$ cat config.mk
export PLATFORM = sky130hd
export DESIGN_NAME = onewire_temp_read_sequencer
export DESIGN_NICKNAME = d
export VERILOG_FILES = /design/src/sv/owts_pkg.sv /design/src/sv/onewire_temp_read_sequencer.sv /design/src/sv/owts_cfg_regs.sv /design/src/sv/owts_seq.sv /design/src/sv/owts_out_reg.sv
export VERILOG_INCLUDE_DIRS = /design/src /design/src/sv
export SDC_FILE = /design/constraint.sdc
export NUM_CORES = 1
export LEC_CHECK = 0
export ABC_AREA = 1
export BUFFER_PORTS_ARGS = -buffer_cell sky130_fd_sc_hd__buf_2
export CAP_MARGIN = 25
export CORE_AREA = 5 5 122 124
export CTS_CLUSTER_DIAMETER = 30
export DETAILED_ROUTE_END_ITERATION = 8
export DIE_AREA = 0 0 127 129
export PLACE_DENSITY = 0.85
export SLEW_MARGIN = 0
export SYNTH_ARGS = -nofsm -noshare
export SYNTH_HDL_FRONTEND = slang
export SYNTH_HIERARCHICAL = 1
export SYNTH_SLANG_ARGS = --single-unit
export TNS_END_PERCENT = 1
$ cat constraint.sdc
create_clock -name i_clk -period 7.15 [get_ports i_clk]
set_input_delay 0.715 -clock i_clk [delete_from_list [all_inputs] [get_ports i_clk]]
set_output_delay 0.715 -clock i_clk [all_outputs]
set_load 0.01 [all_outputs]
$ cat src/sv/onewire_temp_read_sequencer_defines.svh
// Assertion macros shared by the temperature read sequencer RTL.
// Depends on nothing; included by files that carry concurrent checks.
`ifndef ONEWIRE_TEMP_READ_SEQUENCER_DEFINES_SVH
`define ONEWIRE_TEMP_READ_SEQUENCER_DEFINES_SVH

// Same-cycle implication, gated off during reset.
`define OWTS_ASSERT_NOW(label, clk, rst_n, ante, cons) \
    label: assert property (@(posedge clk) disable iff (!(rst_n)) (ante) |-> (cons)) \
        else $error("owts same-cycle check failed");

// Next-cycle implication, gated off during reset.
`define OWTS_ASSERT_NEXT(label, clk, rst_n, ante, cons) \
    label: assert property (@(posedge clk) disable iff (!(rst_n)) (ante) |=> (cons)) \
        else $error("owts next-cycle check failed");

`endif

$ cat src/sv/owts_pkg.sv
// Package for the 1-Wire temperature read sequencer: phase type,
// config and result structs, register indexes and command bytes. No dependencies.
package owts_pkg;

    typedef enum logic [3:0] {
        PH_IDLE,
        PH_RST_LOW,
        PH_RST_REC,
        PH_PRES_HI,
        PH_PRES_LO,
        PH_WR_A,
        PH_WR_B,
        PH_RD_LOW,
        PH_RD_REL,
        PH_RD_WAIT
    } t_phase;

    // Configuration register indexes
    localparam logic [2:0] CFG_RESET_LOW   = 3'd0;
    localparam logic [2:0] CFG_RECOVERY    = 3'd1;
    localparam logic [2:0] CFG_SHORT_PULSE = 3'd2;
    localparam logic [2:0] CFG_SLOT        = 3'd3;
    localparam logic [2:0] CFG_READ_WAIT   = 3'd4;
    localparam logic [2:0] CFG_PRES_TMO    = 3'd5;

    // Register reset values
    localparam logic [15:0] RST_RESET_LOW   = 16'd75;
    localparam logic [15:0] RST_RECOVERY    = 16'd2;
    localparam logic [7:0]  RST_SHORT_PULSE = 8'd1;
    localparam logic [15:0] RST_SLOT        = 16'd6;
    localparam logic [15:0] RST_READ_WAIT   = 16'd5;
    localparam logic [7:0]  RST_PRES_TMO    = 8'd20;

    // Bus commands
    localparam logic [7:0] CMD_SKIP_ROM     = 8'hCC;
    localparam logic [7:0] CMD_CONVERT      = 8'h44;
    localparam logic [7:0] CMD_READ_SCRATCH = 8'hBE;

    // Byte counter milestones
    localparam logic [2:0] BYTE_SECOND_RESET = 3'd2;
    localparam logic [2:0] BYTE_READ_FIRST   = 3'd4;
    localparam logic [2:0] BYTE_READ_SECOND  = 3'd5;

    typedef struct packed {
        logic [15:0] reset_low;
        logic [15:0] recovery;
        logic [7:0]  short_pulse;
        logic [15:0] slot;
        logic [15:0] read_wait;
        logic [7:0]  pres_timeout;
    } t_cfg;

    typedef struct packed {
        logic               line_release;
        logic               busy;
        logic               done;
        logic               presence_error;
        logic signed [15:0] temperature;
    } t_result;

    function automatic logic [7:0] cmd_byte(input logic [1:0] idx);
        logic [7:0] b;
        case (idx)
            2'd0:    b = CMD_SKIP_ROM;
            2'd1:    b = CMD_CONVERT;
            2'd2:    b = CMD_SKIP_ROM;
            default: b = CMD_READ_SCRATCH;
        endcase
        return b;
    endfunction

endpackage

$ cat src/sv/onewire_temp_read_sequencer.sv
// Top level of the 1-Wire temperature read sequencer: config registers,
// tick sequencer and result register. Depends on owts_pkg and the defines header.
//
//  channel  direction  handshake                  payload
//  input    in         i_in_valid / o_in_stall    i_line_in, i_start_request
//  result   out        o_out_valid / i_out_stall  o_line_release, o_busy_res,
//                                                 o_done_res, o_presence_error,
//                                                 o_temperature
//  config   in         i_cfg_we                   i_cfg_index, i_cfg_data
//
// One tick per cycle while the input is not stalled: each transfer on the input
// advances the sequencer by one bus tick, and its result lands in the result register
// on the same edge, computed from the sequencer state through its next-state logic.
// Reset (synchronous, active low) returns to idle and restores register defaults.
// A stalled result holds in the register; the input stalls only while that
// register is full and the consumer stalls, so a transfer can happen every cycle.
`include "onewire_temp_read_sequencer_defines.svh"

module onewire_temp_read_sequencer
    import owts_pkg::*;
(
    input  logic               i_clk,
    input  logic               i_rst_n,
    // input channel
    input  logic               i_in_valid,
    output logic               o_in_stall,
    input  logic               i_line_in,
    input  logic               i_start_request,
    // result channel
    output logic               o_out_valid,
    input  logic               i_out_stall,
    output logic               o_line_release,
    output logic               o_busy_res,
    output logic               o_done_res,
    output logic               o_presence_error,
    output logic signed [15:0] o_temperature,
    // configuration port
    input  logic               i_cfg_we,
    input  logic [2:0]         i_cfg_index,
    input  logic [15:0]        i_cfg_data
);

    t_cfg    cfg;
    t_result seq_result;
    t_result out_result;
    logic    in_xfer;
    logic    out_blocked;
    logic    seq_idle;

    // Take a transfer whenever the result register can hold its result
    assign o_in_stall = out_blocked;
    assign in_xfer    = i_in_valid && !out_blocked;

    owts_cfg_regs u_cfg (
        .i_clk       (i_clk),
        .i_rst_n     (i_rst_n),
        .i_cfg_we    (i_cfg_we),
        .i_cfg_index (i_cfg_index),
        .i_cfg_data  (i_cfg_data),
        .o_cfg       (cfg)
    );

    // Advance the bus sequence by one tick per accepted item
    owts_seq u_seq (
        .i_clk           (i_clk),
        .i_rst_n         (i_rst_n),
        .i_advance       (in_xfer),
        .i_line_in       (i_line_in),
        .i_start_request (i_start_request),
        .i_cfg           (cfg),
        .o_result        (seq_result),
        .o_idle          (seq_idle)
    );

    // Hold the result until the consumer takes it
    owts_out_reg u_out (
        .i_clk          (i_clk),
        .i_rst_n        (i_rst_n),
        .i_load         (in_xfer),
        .i_result       (seq_result),
        .i_out_stall    (i_out_stall),
        .o_valid        (o_out_valid),
        .o_full_stalled (out_blocked),
        .o_result       (out_result)
    );

    assign o_line_release   = out_result.line_release;
    assign o_busy_res       = out_result.busy;
    assign o_done_res       = out_result.done;
    assign o_presence_error = out_result.presence_error;
    assign o_temperature    = out_result.temperature;

    // A full, stalled result register must block the input
    `OWTS_ASSERT_NOW(a_block_when_full, i_clk, i_rst_n,
        o_out_valid && i_out_stall, o_in_stall)
    // An idle tick without a start reports not busy and releases the line
    `OWTS_ASSERT_NEXT(a_idle_tick, i_clk, i_rst_n,
        in_xfer && seq_idle && !i_start_request,
        o_out_valid && !o_busy_res && o_line_release && !o_done_res)
    // A start tick pulls the line low with a cleared error flag
    `OWTS_ASSERT_NEXT(a_start_tick, i_clk, i_rst_n,
        in_xfer && seq_idle && i_start_request,
        o_out_valid && o_busy_res && !o_line_release && !o_presence_error)
    // The sequence returns to idle after the tick that reports done
    `OWTS_ASSERT_NEXT(a_done_goes_idle, i_clk, i_rst_n,
        in_xfer && seq_result.done, seq_idle && o_busy_res)

endmodule

$ cat src/sv/owts_cfg_regs.sv
// Configuration register file of the 1-Wire temperature read sequencer.
// Depends on owts_pkg for register indexes, reset values and t_cfg.
module owts_cfg_regs
    import owts_pkg::*;
(
    input  logic        i_clk,
    input  logic        i_rst_n,
    input  logic        i_cfg_we,
    input  logic [2:0]  i_cfg_index,
    input  logic [15:0] i_cfg_data,
    output t_cfg        o_cfg
);

    t_cfg r_cfg;
    t_cfg n_cfg;

    always_comb begin
        n_cfg = r_cfg;
        if (i_cfg_we) begin
            unique case (i_cfg_index)
                CFG_RESET_LOW:   n_cfg.reset_low    = i_cfg_data;
                CFG_RECOVERY:    n_cfg.recovery     = i_cfg_data;
                CFG_SHORT_PULSE: n_cfg.short_pulse  = i_cfg_data[7:0];
                CFG_SLOT:        n_cfg.slot         = i_cfg_data;
                CFG_READ_WAIT:   n_cfg.read_wait    = i_cfg_data;
                CFG_PRES_TMO:    n_cfg.pres_timeout = i_cfg_data[7:0];
                default:         n_cfg = r_cfg;
            endcase
        end
    end

    always_ff @(posedge i_clk) begin
        if (!i_rst_n) begin
            r_cfg.reset_low    <= RST_RESET_LOW;
            r_cfg.recovery     <= RST_RECOVERY;
            r_cfg.short_pulse  <= RST_SHORT_PULSE;
            r_cfg.slot         <= RST_SLOT;
            r_cfg.read_wait    <= RST_READ_WAIT;
            r_cfg.pres_timeout <= RST_PRES_TMO;
        end else begin
            r_cfg <= n_cfg;
        end
    end

    assign o_cfg = r_cfg;

endmodule

$ cat src/sv/owts_seq.sv
// Tick sequencer of the 1-Wire temperature read: phase, counters, shift
// register and held reading. Depends on owts_pkg.
module owts_seq
    import owts_pkg::*;
(
    input  logic    i_clk,
    input  logic    i_rst_n,
    input  logic    i_advance,
    input  logic    i_line_in,
    input  logic    i_start_request,
    input  t_cfg    i_cfg,
    output t_result o_result,
    output logic    o_idle
);

    t_phase      r_phase, n_phase;
    logic [15:0] r_tick, n_tick;
    logic [2:0]  r_bit, n_bit;
    logic [2:0]  r_byte, n_byte;
    logic [7:0]  r_shift, n_shift;
    logic [7:0]  r_low, n_low;
    logic        r_err, n_err;
    logic [15:0] r_temp, n_temp;

    // Phase and counters as seen this tick, after a start is taken
    t_phase      e_phase;
    logic [15:0] e_tick;
    logic [2:0]  e_bit;
    logic [2:0]  e_byte;
    logic        e_err;
    logic        cur_bit;
    logic [15:0] tick_inc;
    logic [15:0] phase_len;
    logic        timed_end;
    logic [15:0] short_len;
    logic [15:0] tmo_len;
    logic        last_bit;
    logic        seq_done;

    always_comb begin
        e_phase = r_phase;
        e_tick  = r_tick;
        e_bit   = r_bit;
        e_byte  = r_byte;
        e_err   = r_err;
        if ((r_phase == PH_IDLE) && i_start_request) begin
            e_phase = PH_RST_LOW;
            e_tick  = '0;
            e_bit   = '0;
            e_byte  = '0;
            e_err   = 1'b0;
        end
    end

    // Length of the current timed phase and its end condition
    always_comb begin
        cur_bit   = r_shift[0];
        short_len = {8'd0, i_cfg.short_pulse};
        tmo_len   = {8'd0, i_cfg.pres_timeout};
        tick_inc  = e_tick + 16'd1;
        last_bit  = (e_bit == 3'd7);
        case (e_phase)
            PH_RST_LOW: phase_len = i_cfg.reset_low;
            PH_RST_REC: phase_len = i_cfg.recovery;
            PH_WR_A:    phase_len = cur_bit ? short_len : i_cfg.slot;
            PH_WR_B:    phase_len = cur_bit ? i_cfg.slot : short_len;
            PH_RD_LOW:  phase_len = short_len;
            PH_RD_REL:  phase_len = short_len;
            PH_RD_WAIT: phase_len = i_cfg.read_wait;
            default:    phase_len = '0;
        endcase
        timed_end = (tick_inc >= phase_len);
        seq_done  = (e_phase == PH_RD_WAIT) && timed_end && last_bit
                    && (e_byte != BYTE_READ_FIRST);
    end

    // Next state
    always_comb begin
        n_phase = e_phase;
        n_tick  = e_tick;
        n_bit   = e_bit;
        n_byte  = e_byte;
        n_err   = e_err;
        n_shift = r_shift;
        n_low   = r_low;
        n_temp  = r_temp;
        unique case (e_phase)
            PH_IDLE: begin
                n_phase = PH_IDLE;
            end
            PH_RST_LOW, PH_RST_REC, PH_WR_A, PH_RD_LOW: begin
                n_tick = timed_end ? 16'd0 : tick_inc;
                if (timed_end) begin
                    case (e_phase)
                        PH_RST_LOW: n_phase = PH_RST_REC;
                        PH_RST_REC: n_phase = PH_PRES_HI;
                        PH_WR_A:    n_phase = PH_WR_B;
                        default:    n_phase = PH_RD_REL;
                    endcase
                end
            end
            PH_PRES_HI: begin
                if (i_line_in && (e_tick < tmo_len)) begin
                    n_tick = tick_inc;
                end else if (e_tick >= tmo_len) begin
                    n_err   = 1'b1;
                    n_phase = PH_WR_A;
                    n_tick  = '0;
                    n_bit   = '0;
                    n_shift = cmd_byte(e_byte[1:0]);
                end else begin
                    n_phase = PH_PRES_LO;
                    n_tick  = '0;
                end
            end
            PH_PRES_LO: begin
                if (!i_line_in && (e_tick < tmo_len)) begin
                    n_tick = tick_inc;
                end else begin
                    if (e_tick >= tmo_len) begin
                        n_err = 1'b1;
                    end
                    n_phase = PH_WR_A;
                    n_tick  = '0;
                    n_bit   = '0;
                    n_shift = cmd_byte(e_byte[1:0]);
                end
            end
            PH_WR_B: begin
                n_tick = timed_end ? 16'd0 : tick_inc;
                if (timed_end) begin
                    n_shift = {1'b0, r_shift[7:1]};
                    n_bit   = e_bit + 3'd1;
                    n_phase = PH_WR_A;
                    if (last_bit) begin
                        n_byte = e_byte + 3'd1;
                        if (n_byte == BYTE_SECOND_RESET) begin
                            n_phase = PH_RST_LOW;
                        end else if (n_byte >= BYTE_READ_FIRST) begin
                            n_byte  = BYTE_READ_FIRST;
                            n_shift = '0;
                            n_phase = PH_RD_LOW;
                        end else begin
                            n_shift = cmd_byte(n_byte[1:0]);
                            n_bit   = '0;
                        end
                    end
                end
            end
            PH_RD_REL: begin
                n_tick = timed_end ? 16'd0 : tick_inc;
                if (timed_end) begin
                    n_shift = {i_line_in, r_shift[7:1]};
                    n_phase = PH_RD_WAIT;
                end
            end
            PH_RD_WAIT: begin
                n_tick = timed_end ? 16'd0 : tick_inc;
                if (timed_end) begin
                    n_bit   = e_bit + 3'd1;
                    n_phase = PH_RD_LOW;
                    if (last_bit) begin
                        if (e_byte == BYTE_READ_FIRST) begin
                            n_low   = r_shift;
                            n_byte  = BYTE_READ_SECOND;
                            n_shift = '0;
                        end else begin
                            n_temp  = {r_shift, r_low};
                            n_phase = PH_IDLE;
                            n_byte  = '0;
                        end
                    end
                end
            end
            default: begin
                n_phase = PH_IDLE;
                n_tick  = '0;
            end
        endcase
    end

    // Result of this tick
    always_comb begin
        o_result.line_release   = !((e_phase == PH_RST_LOW) || (e_phase == PH_WR_A)
                                    || (e_phase == PH_RD_LOW));
        o_result.busy           = (e_phase != PH_IDLE);
        o_result.done           = seq_done;
        o_result.presence_error = n_err;
        o_result.temperature    = n_temp;
    end

    always_ff @(posedge i_clk) begin
        if (!i_rst_n) begin
            r_phase <= PH_IDLE;
            r_tick  <= '0;
            r_bit   <= '0;
            r_byte  <= '0;
            r_shift <= '0;
            r_low   <= '0;
            r_err   <= 1'b0;
            r_temp  <= '0;
        end else if (i_advance) begin
            r_phase <= n_phase;
            r_tick  <= n_tick;
            r_bit   <= n_bit;
            r_byte  <= n_byte;
            r_shift <= n_shift;
            r_low   <= n_low;
            r_err   <= n_err;
            r_temp  <= n_temp;
        end
    end

    assign o_idle = (r_phase == PH_IDLE);

endmodule

$ cat src/sv/owts_out_reg.sv
// Result register of the 1-Wire temperature read sequencer; holds one
// result while the consumer stalls. Depends on owts_pkg for t_result.
module owts_out_reg
    import owts_pkg::*;
(
    input  logic    i_clk,
    input  logic    i_rst_n,
    input  logic    i_load,
    input  t_result i_result,
    input  logic    i_out_stall,
    output logic    o_valid,
    output logic    o_full_stalled,
    output t_result o_result
);

    logic    r_valid, n_valid;
    t_result r_result;

    assign n_valid        = i_load || (r_valid && i_out_stall);
    assign o_full_stalled = r_valid && i_out_stall;

    always_ff @(posedge i_clk) begin
        if (!i_rst_n) begin
            r_valid <= 1'b0;
        end else begin
            r_valid <= n_valid;
        end
    end

    always_ff @(posedge i_clk) begin
        if (i_load) begin
            r_result <= i_result;
        end
    end

    assign o_valid  = r_valid;
    assign o_result = r_result;

endmodule

# [After elaboration in Yosys (flattened, before gate mapping)]
# Cells that the tools add are included.
[classes] n_reduce_logical=34 n_lt_le_gt_ge=4 n_mux=65 add_sub_neg=3 eq_ne=30
[op_table] op="two-way mux 16 bit" count=10
[op_table] op="case mux 16 bit (6 select lines)" count=1
[op_table] op="two-way mux 8 bit" count=11
[op_table] op="case mux 16 bit (4 select lines)" count=1
[op_table] op="two-way mux 3 bit" count=18
[op_table] op="two-way mux 4 bit" count=10
[op_table] op="case mux 8 bit (5 select lines)" count=1
[op_table] op="case mux 8 bit (2 select lines)" count=2
[op_table] op="case mux 4 bit (6 select lines)" count=1
[op_table] op="adder 16 x 1 -> 16 bit (second input constant)" count=1
[op_table] op="== test 4 x 3 -> 1 bit (second input constant)" count=4
[op_table] op="greater-or-equal comparator 16 bit" count=1
[op_table] op="greater-or-equal comparator 16 x 8 -> 1 bit" count=1
[op_table] op="less-than comparator 16 x 8 -> 1 bit" count=1
[op_table] op="== test 3 bit (second input constant)" count=4
[op_table] op="case mux 3 bit (4 select lines)" count=1
[op_table] op="case mux 4 bit (3 select lines)" count=1
[op_table] op="AND reduction 2 bit" count=6
[op_table] op="!= test 2 x 1 -> 1 bit (second input constant)" count=5
[op_table] op="AND reduction 10 bit" count=1
[op_table] op="== test 3 x 2 -> 1 bit (second input constant)" count=3
[op_table] op="== test 4 x 2 -> 1 bit (second input constant)" count=2
[op_table] op="== test 4 bit (second input constant)" count=2
[op_table] op="logical AND 1 bit" count=8
[op_table] op="23 further kinds" count=40
[word_totals] inputBits=26 reg_bits=160 output_inout_bits=22

# [Logic depth before layout (Yosys ltp)]
# Gate-level depths: netlist of run 1.
[logic_depth] depth_word=12 ltp_mapped=30 ltp_nobuf=26

# [Hierarchy]
# Netlist of run 1, hierarchy kept.
[modules_own_cells] module="owts_seq" seq_area_each_um2=1181.1 instances=1 area_per_inst_um2=5127.4 cells_per_inst=859
[modules_own_cells] module="owts_cfg_regs" seq_area_each_um2=1601.5 instances=1 area_per_inst_um2=3180.6 cells_per_inst=457
[modules_own_cells] module="owts_out_reg" seq_area_each_um2=620.6 instances=1 area_per_inst_um2=644.4 cells_per_inst=26
[modules_own_cells] module="onewire_temp_read_sequencer" seq_area_each_um2=0.0 instances=1 area_per_inst_um2=10.0 cells_per_inst=2

# [Worst setup path before layout of run 1]
# OpenSTA, ideal clock, no wires.
[synth_timing] path_kind="input -> register" start="input port i_start_request" end="register u_seq.r_temp[0]" arrival_ps=3623 slack_ps=3411 required_time_ps=7035 path_stages=26 path_buffers=4 setup_time_ps=115 path_cell_list="nand3_2 > buf_6 > buf_4 > buf_2 > nand2_1 > inv_1 > ha_1 > inv_1 > nor3_2 > nand2_1 > xor2_1 > ha_1 > nand2_1 > inv_1 > nand2_1 > nor2_1 > nor2_1 > nand2_1 > nand2_1 > nand2_1 > nand3_2 > inv_2 > buf_2 > o21ai_1 > o21ai_0 > inv_1"
[synth_lines] item="start, declared" line_no="onewire_temp_read_sequencer.sv:28" source="input logic i_start_request,"
[synth_lines] item="end signal, assigned" line_no="owts_seq.sv:210" source="r_temp <= n_temp;"
[synth_lines] item="end, declared" line_no="owts_seq.sv:23" source="logic [15:0] r_temp, n_temp;"

# [Worst setup path in the final report of run 1]
[layout_timing] start="register u_seq.r_shift[0]" end="register u_seq.r_tick[15]"
[layout_between] elab_chain_cells=5 word_cells_on_any_way=6
[layout_lines] item="start, declared" line_no="owts_seq.sv:20" source="logic [7:0] r_shift, n_shift;"
[layout_lines] item="start signal, assigned" line_no="owts_seq.sv:207" source="r_shift <= n_shift;"
[layout_lines] item="two-way mux 16 bit (on tied branches)" line_no="owts_seq.sv:66, owts_seq.sv:65"
[layout_lines] item="case mux 16 bit (6 select lines) (*)" line_no="owts_seq.sv:62" source="case (e_phase)"
[layout_lines] item="greater-or-equal comparator 16 bit (*)" line_no="owts_seq.sv:72" source="timed_end = (tick_inc >= phase_len);"
[layout_lines] item="two-way mux 16 bit (*)"
[layout_lines] item="case mux 16 bit (4 select lines) (*)" line_no="owts_seq.sv:87" source="unique case (e_phase)"
[layout_lines] item="end signal, assigned" line_no="owts_seq.sv:204" source="r_tick <= n_tick;"
[layout_lines] item="end, declared" line_no="owts_seq.sv:17" source="logic [15:0] r_tick, n_tick;"
# Mark *: on every way between the ends. The rest lies on a longest branch, timed or not.
# A chain may end at the register's enable or synchronous reset.

==> metrics.txt, run 1 <==
dpl ws=2.380 ns; final non-filler cell total=1547; clock sinks=160; Worst-Skew Late Latency=0.43 ns; Resized Gates After CTS=0; final worst path period need=4.664 ns; Die Y=129 um; fmax=214.4 MHz; Total GRT Usage=29.88%; largest net degree at the start of global routing=102; DR vias=8831; Synth-to-Final Area Change=9.316%; R2R Path Start=u_seq/r_shift[0]; Critical Path RT=7.50 ns; Via density=5.708; status=finished, final reports clean; pwr dens=223.7 nW/um2; commonest non-fill, non-tap cell in the layout=nand2_1; Post-route DRC=0; Port Buffer Count=47; final instance area=9793 um2; WL/cell=15.49 um; DRT Wirelength=23.97 mm; CP startpoint=u_seq/r_shift[0]; Starting Density=65.56%; Worst Path Max Fanout=18; syn_area_per_cell=6.671 um2; Max Transition Viols Final=0; initial antenna violation count=0; hold path endpoint=u_cfg/o_cfg[26]; Synth warnings=6; TritonCTS clock tree=built; global route total overflow=0; CP Launch Type=register; CP max-delay cell=nor2_1; final hold vios=0; Die ar.=16380 um2; Max-Cap Viols=0; chip width=127 um; hold_buf cts=0; hold crit path type=register to register; DP Wirelength=15.94 mm; post-route ant nets=0; RSZ-0062 raised after global routing=false; Root Driver=clkbuf_16; TritonCTS buffer count=17; IO Pins=48; slew margin rel.=30.37%; Final period util=65.24%; Critical Setup Path Class=register to register; setup violators final=0; fraction of layout cells with a size suffix above 1=8.851%; Slew @ Worst Pin=1.045 ns; synthesized instance count=1343; setup TNS=0 ns; fin nets=1415; Rows=43; post-CTS setup buffer count=0; Post-Syn Nets=1402; number of global-route vias before repair=8130; worst path cell trace=inv_1 > nor2_1 > o2bb2ai_1 > a221oi_1 > ha_1 > a21oi_1 > o21ai_0 > a21oi_1 > nand2_1 > inv_1 > nand2_1 > nand3_2 > nand2_1 > nand2_1 > nand2_1 > a21oi_1; Post-Syn Area=8959 um2; Placed Instances=1516; peak supply drop=171.1 uV; hold path depth=2; first-pass GRT wire length=39.72 mm; CP max stage delay=0.72 ns; Final WS setup=2.486 ns; commonest cells after routing, fill and taps aside=368 x nand2_1, 218 x nor2_1, 142 x inv_1; CTS Buffer Depth=2; static leakage=4.674 nW; Hold Crit Start=u_cfg/o_cfg[26]; CP endpoint kind=register; Worst Path Buf+Inv=2; Reg2Reg Depth=16; placed cell area=9178 um2; hold slack=0.4587 ns; RD Place Congestion=0.9289; 1st-pass router iterations=5; Max Clock Skew=0.007079 ns; Critical Path Most Common Cell=nand2_1; H-tree depth=4; diode count=0; RR Endpoint=u_seq/r_tick[15]; R2R Setup Slk=2.49 ns; Clk pin slew, worst setup/hold paths=0.06 ns; CORE AREA=13670 um2; Crit path max-delay family=simple AND/OR/NAND/NOR gates; crit path DAT=5.02 ns; 1st-iter DRT viols=867
[worst reg2reg max path: cells and delay by family (launching register included)]
kind | cells | cell delay [ns]
fa+ha+maj | 1 | 0.33
simple gates | 7 | 1.72
buf+inv | 2 | 0.69
flops | 1 | 0.68
compound gates | 6 | 1.17
[through the flow]
step	total power [W]	utilization [%]
after floorplan	0.001197	-
after global placement	0.001265	67.16
after detailed placement	0.001272	67.16
after CTS	0.002193	71.55
after global routing	0.002281	71.66
final	0.002190	71.66
[layout make-up]
| cell class | instances | area, um2 |
|---|---|---|
| clock buffer | 21 | 470.5 |
| clock inverter | 9 | 130.1 |
| fill | 1166 | 3872 |
| inverter | 150 | 563.0 |
| multi-input combinational | 972 | 4698 |
| sequential | 160 | 3403 |
| tap | 180 | 225.2 |
| timing repair buffer | 55 | 302.8 |
[registers in the layout, summed over array words and instances, names as in the netlist]
name            flops
u_seq/r_shift       8
u_out/o_valid       1
u_cfg/o_cfg        80
u_seq/r_low         8
u_seq/r_err         1
u_seq/r_phase       4
u_seq/r_tick       16
u_seq/r_temp       16
u_out/o_result     20
u_seq/r_bit         3
u_seq/r_byte        3
[how the worst max path moves through the flow]
stage	end	slack, ns	cells after the start
after floorplan	u_seq/r_temp[0]	3.41	26
after global placement	u_seq/r_temp[12]	2.47	23
after detailed placement	u_seq/r_temp[1]	2.38	20
after CTS	u_seq/r_temp[13]	2.53	23
after global routing	u_seq/r_temp[11]	1.96	24
final	u_seq/r_tick[15]	2.49	16
[per-layer routing]
metal | global-route usage, % | share of wire (%)
met1 | 38.41 | 41
met2 | 50.50 | 48
met3 | 5.936 | 8.7
met4 | 10.22 | 1.9
met5 | 0 | 0
[report_power, final]
group / switching, W / internal (W) / total, W
combinational: 0.000205 / 0.0000839 / 0.000289
clock: 0.000354 / 0.000574 / 0.000928
sequential: 0.0000223 / 0.000951 / 0.000973
total: 0.000582 / 0.00161 / 0.00219
(Power assumes the default switching activity.)
==> inputs of run 2 (changes only) <==
Settings changed: CORE_AREA 5 5 122 124 to 5 5 127 129, DIE_AREA 0 0 127 129 to 0 0 132 134, PLACE_DENSITY 0.85 to 0.79.
Clock period 7.15 ns to 4.7 ns, I/O delays scaled along.
==> metrics.txt, run 2 (synthesis gave the netlist of run 1 again) <==
hold crit path type=primary input to register; DP Wirelength=16.13 mm; RR Endpoint=u_seq/r_temp[10]; Root Driver=clkbuf_16; static leakage=4.719 nW; crit path DAT=4.52 ns; setup TNS=0 ns; R2R Setup Slk=0.49 ns; total power=0.003361 W; commonest cells after routing, fill and taps aside=368 x nand2_1, 218 x nor2_1, 142 x inv_1; chip width=132 um; Worst Path Max Fanout=27; status=finished, final reports clean; Max-Cap Viols=0; R2R Path Start=u_seq/r_phase[0]; 1st-iter DRT viols=742; final worst path period need=4.206 ns; fmax=237.8 MHz; hold_buf cts=0; first-pass GRT wire length=38.67 mm; switch share=28.43%; initial antenna violation count=0; Final period util=89.49%; global route total overflow=0; clock sinks=160; largest net degree at the start of global routing=101; CP Launch Type=register; FF/Latch Area=3403 um2; CTS Buffer Depth=2; TritonCTS buffer count=17; Max Transition Viols Final=0; TritonCTS clock tree=built; Synth-to-Final Area Change=10.52%; Rows=45; Hold Crit Start=i_cfg_data[6]; Die Y=134 um; IO Pins=48; commonest non-fill, non-tap cell in the layout=nand2_1; 1st-pass router iterations=6; number of global-route vias before repair=7906; P_sw=0.0009555 W; pwr dens=339.5 nW/um2; RD Place Congestion=0.9750; Port Buffer Count=47; Slew @ Worst Pin=1.089 ns; Starting Density=60.04%; Critical Setup Path Class=register to register; Die ar.=17690 um2; diode count=0; Critical Path End=u_seq/r_temp[10]; slew margin rel.=27.34%; Placed Instances=1534; Resized Gates After CTS=0; peak supply drop=244.7 uV; DR vias=8646; fraction of layout cells with a size suffix above 1=9.579%; final non-filler cell total=1566; RSZ-0062 raised after global routing=false; CP endpoint kind=register; post-CTS setup buffer count=0; setup violators final=0; CP startpoint=u_seq/r_phase[0]; DRT Wirelength=23.51 mm; Post-route DRC=0; WL/cell=15.02 um; cell internal pwr=0.002406 W; Via density=5.521; Reg2Reg Depth=20; final hold vios=0; Fill cells=1348; Reg power frac=44.0%; Max Clock Skew=0.01191 ns; combinational power share=13.4%; fin nets=1424; H-tree depth=4; Clk pwr share=42.6%; footprint of the multi-input gates=4698 um2; CORE AREA=14920 um2; Worst-Skew Late Latency=0.43 ns; max reg flops=80; Critical Path RT=5.02 ns; Clk pin slew, worst setup/hold paths=0.07 ns; Total GRT Usage=26.28%; post-route ant nets=0
## run 2: cell types whose count changed in the layout (fill, tap and decap cells not counted), sizes merged
cell and delta:
clkbuf -2, clkinvlp +2, clkinv -1, inv +4
bufinv -1, buf +9
## run 2: how the worst min path moves through the flow
stage | slack (ns) | to | cells after the start
final | 0.26 | u_cfg/o_cfg[70] | 3
after floorplan | 0.43 | u_cfg/o_cfg[25] | 2
after global placement | 0.44 | u_cfg/o_cfg[26] | 2
after detailed placement | 0.45 | u_cfg/o_cfg[4] | 2
after global routing | 0.27 | u_cfg/o_cfg[70] | 3
after CTS | 0.25 | u_cfg/o_cfg[70] | 3
## run 2: power by group through the flow
stage          clock network (W)  registers [W]  logic (W)
2_1_floorplan                  0        0.00150   0.000316
3_3_place_gp                   0        0.00151   0.000431
3_5_place_dp                   0        0.00151   0.000442
4_1_cts                  0.00145        0.00148   0.000445
5_1_grt                  0.00152        0.00148   0.000504
6_report                 0.00143        0.00148   0.000452
## run 2: cell type report
class	count	share of cell area [%]
multi-input cells	972	47.45
flip-flops and latches	160	34.37
inverters	150	5.687
clock buffers	19	4.474
repair buffers	64	3.905
well taps	188	2.376
clock inverters	13	1.731
## run 2: routing by layer
| layer | track usage [%] | vias to the layer above | wire (um) |
|---|---|---|---|
| met1 | 33.66 | 3898 | 10310 |
| met3 | 4.501 | 40 | 1620 |
| met4 | 9.086 | 0 | 447 |
| met2 | 44.89 | 337 | 11130 |
| li1 | - | 4371 | - |
| met5 | 0 | - | 0 |
## run 2: metrics by stage
step	setup slack [ns]	hold WS, ns	cell area, um2	util [%]
floorplan	1.196	0.4289	8959	-
global placement	0.6385	0.4417	9248	61.98
detailed placement	0.5649	0.4470	9286	62.24
CTS	0.5445	0.2504	9901	66.36
global route	0.01567	0.2672	9901	66.36
finish	0.4942	0.2614	9901	66.36
## run 2: critical path: stages, from the launching register on
cell and delay (ns):
dfxtp_1 0.52, nor2_4 0.08, nand3_2 0.19, nand2_1 0.12
inv_1 0.11, ha_1 0.28, inv_1 0.08, nor3_2 0.24
nand2_1 0.14, nor2_1 0.16, xor2_1 0.30, ha_1 0.20
nand4_1 0.10, nor3_1 0.18, nand2_1 0.10, nand2_1 0.29
nand3_2 0.24, inv_2 0.39, o21ai_1 0.15, o21ai_0 0.18
inv_1 0.06
==> inputs of run 3 (changes only) <==
Settings changed: GPL_TIMING_DRIVEN set to 0.
==> metrics.txt, run 3 (synthesis gave the netlist of run 1 again) <==
pwr dens=336.2 nW/um2; Via density=5.627; Clk pin slew, worst setup/hold paths=0.07 ns; final hold vios=0; Final period util=93.07%; Clk pwr share=42.5%; 1st-iter DRT viols=879; fraction of layout cells with a size suffix above 1=10.27%; Port Buffer Count=47; max reg flops=80; commonest non-fill, non-tap cell in the layout=nand2_1; Synth-to-Final Area Change=12.47%; H-tree depth=4; Root Driver=clkbuf_16; fmax=228.6 MHz; RSZ-0062 raised after global routing=false; switch share=29.09%; met2 GRT Util=46.43%; hold_buf cts=0; Total GRT Usage=28.00%; busiest grt layer=met2; final instance area=10080 um2; met3 usage=5.326%; peak supply drop=264.7 uV; crit path DAT=4.72 ns; M1 GR Usage=35.79%; Max-Cap Viols=0; IO Pins=48; total power=0.003387 W; DP Wirelength=18.74 mm; largest net degree at the start of global routing=23; Die ar.=17690 um2; DR vias=9059; first-pass GRT wire length=40.62 mm; Starting Density=60.04%; Rows=45; TritonCTS clock tree=built; Worst-Skew Late Latency=0.43 ns; Die Y=134 um; Max Clock Skew=0.009278 ns; diode count=0; post-route ant nets=0; WL/cell=15.58 um; setup violators final=0; initial antenna violation count=0; CORE AREA=14920 um2; fin nets=1468; TritonCTS buffer count=17; Fill cells=1340; final non-filler cell total=1610; commonest cells after routing, fill and taps aside=367 x nand2_1, 219 x nor2_1, 142 x inv_1; CP Launch Type=register; hold crit path type=primary input to register; Reg power frac=43.5%; 1st-pass router iterations=6; chip width=132 um; Placed Instances=1578; status=finished, final reports clean; post-CTS setup buffer count=0; placed cell area=9429 um2; combinational power share=14.0%; CTS Buffer Depth=2; static leakage=4.803 nW; DRT Wirelength=25.09 mm; Max Transition Viols Final=0; cell internal pwr=0.002402 W; clock sinks=160; Post-route DRC=0; Slew @ Worst Pin=0.7521 ns; Critical Path RT=5.05 ns; final worst path period need=4.374 ns; number of global-route vias before repair=8200; global route total overflow=0; slew margin rel.=49.67%; RD Place Congestion=0.9932; hold slack=0.2740 ns; Critical Setup Path Class=register to register; P_sw=0.0009854 W; Worst Path Max Fanout=10; CP endpoint kind=register
==> run 3: cell types whose count changed in the layout (fill, tap and decap cells not counted), sizes merged <==
cell | previous run | this run
inv | 156 | 157
clkinvlp | 2 | 3
clkbuf | 19 | 47
buf | 64 | 78
==> run 3: per-stage QoR <==
step / setup WS (ns) / TNS, ns / utilization [%]
finish: 0.3258 / 0 / 67.53
global route: 0.03111 / 0 / 67.53
CTS: 0.01789 / 0 / 67.32
detailed placement: -0.06930 / -0.5367 / 63.20
global placement: -0.05999 / -0.3059 / 63.20
floorplan: 1.196 / 0 / -
==> run 3: repair_timing <==
item	CTS	global route
endpoints found under the setup margin	0	72
hold endpoints to repair	0	0
resized for setup	0	6
==> run 3: area by class of cell <==
| class | instances | area [um2] | area share, % |
|---|---|---|---|
| plain buffers | 60 | 297.8 | 2.955 |
| well taps | 188 | 235.2 | 2.335 |
| flip-flops and latches | 160 | 3403 | 33.78 |
| repair buffers | 48 | 250.2 | 2.484 |
| multi-input cells | 972 | 4711 | 46.75 |
| inverters | 150 | 563.0 | 5.588 |
| clock inverters | 15 | 190.2 | 1.887 |
| clock buffers | 17 | 425.4 | 4.222 |
==> run 3: routing by layer <==
metal / wire (um) / vias up
met5: 0 / -
met4: 1082 / 0
met3: 1854 / 88
met2: 11570 / 404
met1: 10580 / 4113
li1: - / 4454
==> run 3: final timing paths <==
path	startpoint	endpoint	slack [ns]	depth (start not counted)
worst max-delay path	u_seq/r_phase[2]	u_seq/r_tick[14]	0.33	21
worst min-delay path	i_cfg_data[3]	u_cfg/o_cfg[67]	0.27	3
worst max register to register	u_seq/r_phase[2]	u_seq/r_tick[14]	0.33	21
worst min register to register	u_cfg/o_cfg[25]	u_cfg/o_cfg[25]	0.47	2
==> run 3: power by group through the flow <==
stage,sequential [W],combinational (W),clock (W)
global route,0.00148,0.000526,0.00152
detailed placement,0.00150,0.000463,0
CTS,0.00147,0.000465,0.00145
floorplan,0.00150,0.000316,0
finish,0.00147,0.000476,0.00144
global placement,0.00150,0.000453,0
==> run 3: critical path, stage by stage (launching register included) <==
cell	delay (ns)
dfxtp_1	0.30
buf_4	0.16
inv_1	0.10
nand4_1	0.24
inv_1	0.20
clkbuf_1	0.46
clkbuf_1	0.47
o2bb2ai_1	0.20
a221oi_1	0.11
ha_1	0.36
a21oi_1	0.14
o21ai_0	0.09
a21oi_1	0.35
nand2_2	0.21
inv_1	0.17
nand2_1	0.08
nand3_2	0.16
buf_6	0.18
nand2_1	0.06
nand2_1	0.05
nand2_1	0.05
a21oi_1	0.14
